## src/rtl/crse_pkg.sv

```systemverilog
package crse_pkg;

  // request kinds
  localparam logic OP_LOAD  = 1'b0;
  localparam logic OP_QUERY = 1'b1;

  // result status codes
  localparam int STATUS_WIDTH = 2;
  localparam logic [STATUS_WIDTH-1:0] STATUS_OK   = 2'd0;
  localparam logic [STATUS_WIDTH-1:0] STATUS_FEW  = 2'd1;
  localparam logic [STATUS_WIDTH-1:0] STATUS_FULL = 2'd2;

  localparam int SEGMENT_WIDTH = 6;

  // coordinate selects
  localparam logic [1:0] COORD_X = 2'd0;
  localparam logic [1:0] COORD_Y = 2'd1;
  localparam logic [1:0] COORD_Z = 2'd2;

  // Horner steps: which coefficient joins the product
  localparam logic [1:0] STEP_A2 = 2'd0;
  localparam logic [1:0] STEP_A1 = 2'd1;
  localparam logic [1:0] STEP_A0 = 2'd2;

  // controller to datapath
  typedef struct packed {
    logic       capture;
    logic       decode;
    logic       scale;
    logic       index;
    logic       rd;
    logic       qpt;
    logic       coef;
    logic       mul;
    logic       add;
    logic       div_load;
    logic       div_step;
    logic       store;
    logic       publish;
    logic [1:0] sel;
  } ctl_cmd_t;

  // datapath to controller
  typedef struct packed {
    logic query_go;
  } dp_stat_t;

  typedef struct packed {
    logic [3:0] digit;
    logic [2:0] rem;
  } div6_t;

  // One radix-16 digit of a division by six; r holds remainder and next digit.
  function automatic div6_t div6_digit(input logic [6:0] r);
    div6_t      d;
    logic [6:0] left;
    d.digit = '0;
    for (int k = 1; k < 16; k++) begin
      if (r >= 7'(6 * k)) d.digit = 4'(k);
    end
    left  = r - {1'b0, d.digit, 2'b00} - {2'b00, d.digit, 1'b0};
    d.rem = left[2:0];
    return d;
  endfunction

endpackage

```

## src/rtl/crse_ctrl.sv

```systemverilog
module crse_ctrl #(
  parameter int DIV_DIGITS = 11
) (
  input  logic                clk,
  input  logic                rst_n,
  input  logic                in_valid,
  output logic                in_stall,
  output logic                out_valid,
  input  logic                out_stall,
  output crse_pkg::ctl_cmd_t  cmd,
  input  crse_pkg::dp_stat_t  stat
);
  import crse_pkg::*;

  localparam int DCW = $clog2(DIV_DIGITS);
  localparam logic [DCW-1:0] DIV_LAST = DCW'(DIV_DIGITS - 1);
  localparam logic [1:0]     RD_LAST  = 2'd3;

  localparam logic [3:0] S_IDLE    = 4'd0;
  localparam logic [3:0] S_DECODE  = 4'd1;
  localparam logic [3:0] S_SCALE   = 4'd2;
  localparam logic [3:0] S_INDEX   = 4'd3;
  localparam logic [3:0] S_READ    = 4'd4;
  localparam logic [3:0] S_RDWAIT  = 4'd5;
  localparam logic [3:0] S_QPT     = 4'd6;
  localparam logic [3:0] S_COEF    = 4'd7;
  localparam logic [3:0] S_MUL     = 4'd8;
  localparam logic [3:0] S_ADD     = 4'd9;
  localparam logic [3:0] S_DIVL    = 4'd10;
  localparam logic [3:0] S_DIV     = 4'd11;
  localparam logic [3:0] S_STORE   = 4'd12;
  localparam logic [3:0] S_PUBLISH = 4'd13;

  logic [3:0]     state_r, state_nxt;
  logic [1:0]     step_r, step_nxt;
  logic [1:0]     coord_r, coord_nxt;
  logic [DCW-1:0] div_r, div_nxt;
  logic           out_valid_r, out_valid_nxt;

  always_comb begin
    state_nxt = state_r;
    step_nxt  = step_r;
    coord_nxt = coord_r;
    div_nxt   = div_r;
    cmd       = '0;
    case (state_r)
      S_IDLE: begin
        if (in_valid) begin
          cmd.capture = 1'b1;
          state_nxt   = S_DECODE;
        end
      end
      S_DECODE: begin
        cmd.decode = 1'b1;
        state_nxt  = stat.query_go ? S_SCALE : S_PUBLISH;
      end
      S_SCALE: begin
        cmd.scale = 1'b1;
        state_nxt = S_INDEX;
      end
      S_INDEX: begin
        cmd.index = 1'b1;
        step_nxt  = '0;
        state_nxt = S_READ;
      end
      S_READ: begin
        cmd.rd   = 1'b1;
        cmd.sel  = step_r;
        step_nxt = step_r + 2'd1;
        if (step_r == RD_LAST) state_nxt = S_RDWAIT;
      end
      S_RDWAIT: begin
        coord_nxt = COORD_X;
        state_nxt = S_QPT;
      end
      S_QPT: begin
        cmd.qpt   = 1'b1;
        cmd.sel   = coord_r;
        state_nxt = S_COEF;
      end
      S_COEF: begin
        cmd.coef  = 1'b1;
        step_nxt  = STEP_A2;
        state_nxt = S_MUL;
      end
      S_MUL: begin
        cmd.mul   = 1'b1;
        state_nxt = S_ADD;
      end
      S_ADD: begin
        cmd.add = 1'b1;
        cmd.sel = step_r;
        if (step_r == STEP_A0) begin
          state_nxt = S_DIVL;
        end else begin
          step_nxt  = step_r + 2'd1;
          state_nxt = S_MUL;
        end
      end
      S_DIVL: begin
        cmd.div_load = 1'b1;
        div_nxt      = '0;
        state_nxt    = S_DIV;
      end
      S_DIV: begin
        cmd.div_step = 1'b1;
        if (div_r == DIV_LAST) begin
          state_nxt = S_STORE;
        end else begin
          div_nxt = div_r + DCW'(1);
        end
      end
      S_STORE: begin
        cmd.store = 1'b1;
        cmd.sel   = coord_r;
        if (coord_r == COORD_Z) begin
          state_nxt = S_PUBLISH;
        end else begin
          coord_nxt = coord_r + 2'd1;
          state_nxt = S_QPT;
        end
      end
      S_PUBLISH: begin
        // hold until the output register is free or being emptied
        if (!out_valid_r || !out_stall) begin
          cmd.publish = 1'b1;
          state_nxt   = S_IDLE;
        end
      end
      default: begin
        state_nxt = S_IDLE;
      end
    endcase
  end

  assign out_valid_nxt = cmd.publish ? 1'b1 : (out_valid_r && out_stall);

  always_ff @(posedge clk) begin
    if (!rst_n) begin
      state_r     <= S_IDLE;
      step_r      <= '0;
      coord_r     <= COORD_X;
      div_r       <= '0;
      out_valid_r <= 1'b0;
    end else begin
      state_r     <= state_nxt;
      step_r      <= step_nxt;
      coord_r     <= coord_nxt;
      div_r       <= div_nxt;
      out_valid_r <= out_valid_nxt;
    end
  end

  assign in_stall  = (state_r != S_IDLE);
  assign out_valid = out_valid_r;

  a_accept_decodes: assert property (@(posedge clk) disable iff (!rst_n)
    (state_r == S_IDLE) && in_valid |=> state_r == S_DECODE)
    else $error("accepted request did not move to decode");

  a_horner_step: assert property (@(posedge clk) disable iff (!rst_n)
    state_r == S_ADD |-> step_r == STEP_A2 || step_r == STEP_A1 || step_r == STEP_A0)
    else $error("Horner step counter out of range");

  a_publish_done: assert property (@(posedge clk) disable iff (!rst_n)
    (state_r == S_PUBLISH) && !(out_valid_r && out_stall) |=>
      out_valid_r && (state_r == S_IDLE))
    else $error("free output register did not take the result");

endmodule

```

## config.mk

```make
export PLATFORM = sky130hd
export DESIGN_NAME = crse_ctrl
export DESIGN_NICKNAME = d
export VERILOG_FILES = /design/src/rtl/crse_pkg.sv /design/src/rtl/crse_ctrl.sv
export SDC_FILE = /design/constraint.sdc
export NUM_CORES = 1
export LEC_CHECK = 0
export BUFFER_PORTS_ARGS = -buffer_cell sky130_fd_sc_hd__buf_2
export CAP_MARGIN = 10
export CORE_MARGIN = 2
export CORE_UTILIZATION = 58
export DETAILED_ROUTE_END_ITERATION = 10
export GPL_TIMING_DRIVEN = 1
export PLACE_DENSITY_LB_ADDON = 0.2
export REMOVE_ABC_BUFFERS = 1
export SYNTH_ARGS = -nofsm -noshare
export SYNTH_HDL_FRONTEND = slang
export SYNTH_SLANG_ARGS = --single-unit
```

## constraint.sdc

```tcl
create_clock -name clk -period 4.4 [get_ports clk]
set_input_delay 1.1 -clock clk [delete_from_list [all_inputs] [get_ports clk]]
set_output_delay 1.1 -clock clk [all_outputs]
set_load 0.01 [all_outputs]
```

-- Word-level counts from Yosys, hierarchy flattened
Index checks and enable logic that the tools add are counted.
- bits in registers: 13
- output and inout port bits: 17
- word-level logic and storage cells: 79
- $add $sub $neg: 3
- equality and inequality tests: 24
- mux-type cells: 31
- reduce and logical (&&, ||, !) cells: 16
- operators by type and width (operator ; count):
    $pmux W4 S14 ; 1
    $eq A4 B4 Y1 const B ; 7
    $mux W4 ; 7
    $eq A4 B3 Y1 const B ; 4
    $mux W1 ; 16
    $ne A2 B2 Y1 const B ; 7
    $eq A4 B2 Y1 const B ; 2
    $pmux W2 S2 ; 2
    $pmux W4 S2 ; 1
    $eq A2 B2 Y1 const B ; 3
    $mux W2 ; 3
    $pmux W2 S3 ; 1
    $reduce_and A2 Y1 ; 3
    $reduce_or A2 Y1 ; 3
    $add A2 B1 Y2 const B ; 2
    $add A4 B1 Y4 const B ; 1
    $eq A4 B1 Y1 const B ; 1
    $logic_not A4 Y1 ; 1
    $reduce_and A4 Y1 ; 1
    $reduce_bool A2 Y1 ; 2
    $reduce_bool A4 Y1 ; 1
    $reduce_bool A3 Y1 ; 1
    $logic_not A1 Y1 ; 2
    $logic_and A1 B1 Y1 ; 1
    $logic_or A1 B1 Y1 ; 1

-- Longest topological paths before layout
- word-level depth: 5
- gate-level depth with buffers: 6
- depth with buffers taken out: 6

-- Least setup slack after synthesis
No wires, ideal clock.
- kind: input to output
- from: in out_stall
- to: out cmd[2] in the netlist's numbering
- data arrival time: 1.300 ns
- data required time: 3.300 ns
- slack: 2.000 ns
- cell stages on the path: 1
- buffers on the path: 0
- path through: a21oi_1
- word-level cells in the longest chain between the ends: 4
- RTL lines (item ; RTL line ; source):
    start: declaration ; crse_ctrl.sv:9 ; input logic out_stall,
    $logic_not A1 Y1 ; crse_ctrl.sv:125 ; if (!out_valid_r || !out_stall) begin
    $logic_or A1 B1 Y1 ; crse_ctrl.sv:125 ;
    $mux W1 ; crse_ctrl.sv:125 ;
    $mux W1 ; crse_ctrl.sv:46 ; case (state_r)
    end: declaration ; crse_ctrl.sv:10 ; output crse_pkg::ctl_cmd_t cmd,
Every way passes these cells.

==> summary.txt <==
Setup path
  • R2R depth: 4
  • Slowest CP cell: dfxtp_1
  • Capture point of the worst path: cmd[0]
  • Critical Path RT: 3300 ps
  • Crit-path cells: nor2b_1 > a2bb2oi_1 > o32a_1 > o2bb2ai_1 > buf_2
  • Reg-to-reg setup timing slack: 2450 ps
  • Crit. Startpoint: state_r[3]
  • Arr. time, crit path: 2080 ps
  • R2r endpoint: state_r[2]
  • Critical-path maximum fanout: 26
  • Critical path class: flop to output port
  • Crit path capture type: output port
  • Slowest stage delay, CP: 840 ps
  • RR Startpoint: state_r[0]
  • Startpoint type of the worst setup path: flop

Synthesis
  • Area leader, netlist: dfxtp_1
  • Cell area after synthesis: 1060 µm²
  • Post-Syn Instances: 140
  • Distinct cells, synth: 44
  • Seq/Total Area, Yosys: 24.5%
  • Post-synth top area share: 24.5%
  • Synth Area per Inst: 7.60 µm²
  • Synth top area cells: dfxtp_1 (24%), ha_1 (5.9%), nand2b_1 (5.9%)
  • Seq cells post-synth: 13
  • Yosys warns: 0

Timing
  • Final Hold Viols: 0
  • Slew headroom: 42.4%
  • Tmin final: 3180 ps
  • Final Skew: 4.52 ps
  • Pins Over Slew Limit: 0
  • RSZ-0062 raised after global routing: no
  • Final period util: 72.3%
  • Setup_tns: 0 ps
  • Fmax: 0.314 GHz
  • # setup viols final: 0
  • Worst-Margin Slew: 863 ps

Clock tree
  • Root Driver: clkbuf_4
  • # hold bufs at CTS: 0
  • Setup repair bufs after CTS: 0
  • CTS clk-pin slew, worst paths: 80 ps
  • Clk buf depth: 2
  • CTS Sinks: 13
  • CTS tree: built
  • CTS buffer count: 3
  • Clk_lat worst skew: 280 ps
  • H-tree levels: 1
  • Post_cts resized: 0

Finish
  • Syn-to-layout area delta: 9.29%
  • Nets@finish: 165
  • # diodes: 0
  • FILL cells: 166
  • Ratio of cells with drive above 1 in the final layout: 16.9%
  • Final Instance Area: 1160 µm²
  • Finished Core Util: 67.3%
  • Final cell count without fillers: 179

Routing
  • DR DRC count: 0
  • Starting DRT DRC Count: 25
  • Drt wl/cell: 13.4 µm
  • Final wirelength: 2410 µm
  • Vias: 1036
  • Detail Route Antenna Nets: 0
  • Vias/cell: 5.79
  • Router iterations before antenna repair: 4

Pwr
  • Pint: 0.000302 W
  • Combinational share of power: 47.6%
  • Static leakage: 0.513 nW
  • Worst ir drop on vdd: 0.000316 V
  • Sw frac: 48.8%
  • Power per cell area: 508 nW/µm²
  • Switch Pwr: 0.000288 W
  • Sequential power share: 39.2%
  • Clock Power Share: 13.2%
  • Pwr Total: 0.000590 W

GRT
  • Overall Global Routing Usage: 23.6%
  • First-pass GRT wire length: 3560 µm
  • GRT overflow: 0
  • Number of antenna violations at the first check in global routing: 0
  • Vias in the first global route: 763
  • Largest net degree at the start of global routing: 29

Floorplanning
  • # IOs: 22
  • Die Ht: 46.8 µm
  • Chip Width: 46.8 µm
  • Die ar.: 2190 µm²
  • Initial Util: 61.6%
  • Core area: 1730 µm²
  • Row count: 15

Job
  • Max cap viols: 0

Placed design
  • Placed Instances: 175
  • IO buf count: 21
  • Placed cell areas: 1140 µm²
  • Hpwl dp: 1720 µm
  • GPL Wtd Cong: 0.842

Outcome
  • Status: finished, final reports clean

Worst hold path
  • WHS Path Cells: 2
  • Worst hold path type: flop to flop
-- through the flow --
| stage | setup slack, ps | hold WS, ps |
|---|---|---|
| finish | 1220 | 529 |
| global route | 1050 | 584 |
| CTS | 1240 | 529 |
| detailed placement | 1550 | 511 |
| global placement | 1650 | 495 |
| floorplan | 1850 | 472 |
-- power groups by stage --
stage          clock network (W)  registers [W]  logic, W
3_3_place_gp                   0       0.000228  0.000271
4_1_cts                0.0000810       0.000228  0.000280
5_1_grt                0.0000842       0.000239  0.000306
2_1_floorplan                  0       0.000207  0.000205
6_report               0.0000778       0.000232  0.000281
3_5_place_dp                   0       0.000231  0.000274
-- how the worst min path moves through the flow --
| stage | to | start | slack [ps] |
|---|---|---|---|
| 6_report | div_r[3] | div_r[3] | 530 |
| 5_1_grt | step_r[1] | step_r[1] | 580 |
| 4_1_cts | div_r[3] | div_r[3] | 530 |
| 3_5_place_dp | div_r[3] | div_r[3] | 510 |
| 3_3_place_gp | div_r[3] | div_r[3] | 500 |
| 2_1_floorplan | div_r[3] | div_r[3] | 470 |
-- cell usage after synthesis, drive strengths merged --
library cell,count
nor2,14
dfxtp,13
nand2b,10
buf,9
a21oi,8
inv,8
nand2,8
nor2b,6
nor3,6
o21ai,6
ha,5
mux2i,4
a211oi,3
nor4,3
and2,2
and3,2
clkbuf,2
nand3b,2
nand4,2
nand4b,2
o21a,2
o31ai,2
xnor2,2
a211o,1
a21boi,1
a21o,1
a22o,1
a22oi,1
a2bb2oi,1
and3b,1
clkinv,1
nand3,1
nor4b,1
o2111ai,1
o21bai,1
o221ai,1
o22ai,1
o2bb2ai,1
o32a,1
o41ai,1
or3b,1
xor2,1
-- cell usage in the layout, fill, tap and decap left out, drive strengths merged, types with 3 or more instances in the layout --
cell type / n
o21ai: 6
buf: 21
nor4: 3
inv: 8
a21oi: 8
nand2: 8
ha: 5
dfxtp: 13
nor3: 6
mux2i: 4
nor2b: 6
nand2b: 10
a211oi: 3
nor2: 14
clkbuf: 4
-- per-layer routing --
layer	vias up	wire length (µm)	GRT usage (%)
met1	482	1180	36.2
li1	531	-	-
met4	0	15	8.33
met5	-	0	0
met2	21	1110	31.8
met3	2	98	5.77
-- critical path, delay by kind of cell (launching register included) --
kind | cells | cell delay [ps]
and+or+nand+nor | 1 | 370
AOI/OAI and AO/OA | 3 | 440
buffers and inverters | 1 | 150
DFF | 1 | 840
-- state kept, by name, summed over array words and instances (netlist names) --
signal and count:
state_r 4, coord_r 2, out_valid 1, div_r 4, step_r 2
-- layout make-up --
| cell class | count | area (µm²) | area share, % |
|---|---|---|---|
| Tap cell | 25 | 31.3 | 2.69 |
| Timing Repair Buffer | 21 | 105 | 9.04 |
| Multi-Input combinational cell | 107 | 706 | 60.7 |
| Sequential cell | 13 | 260 | 22.4 |
| Inverter | 9 | 33.8 | 2.91 |
| Clock buffer | 4 | 26.3 | 2.26 |
-- cell families after synthesis --
group                    synth area share (%)
AO/OA/AOI/OAI                            22.4
XOR/XNOR                                 2.47
adder cells (fa/ha/maj)                  5.88
buffers and inverters                    9.18
flip-flops                               24.5
multiplexers                             3.76
AND/OR/NAND/NOR                          31.9
(Power assumes the default switching activity.)
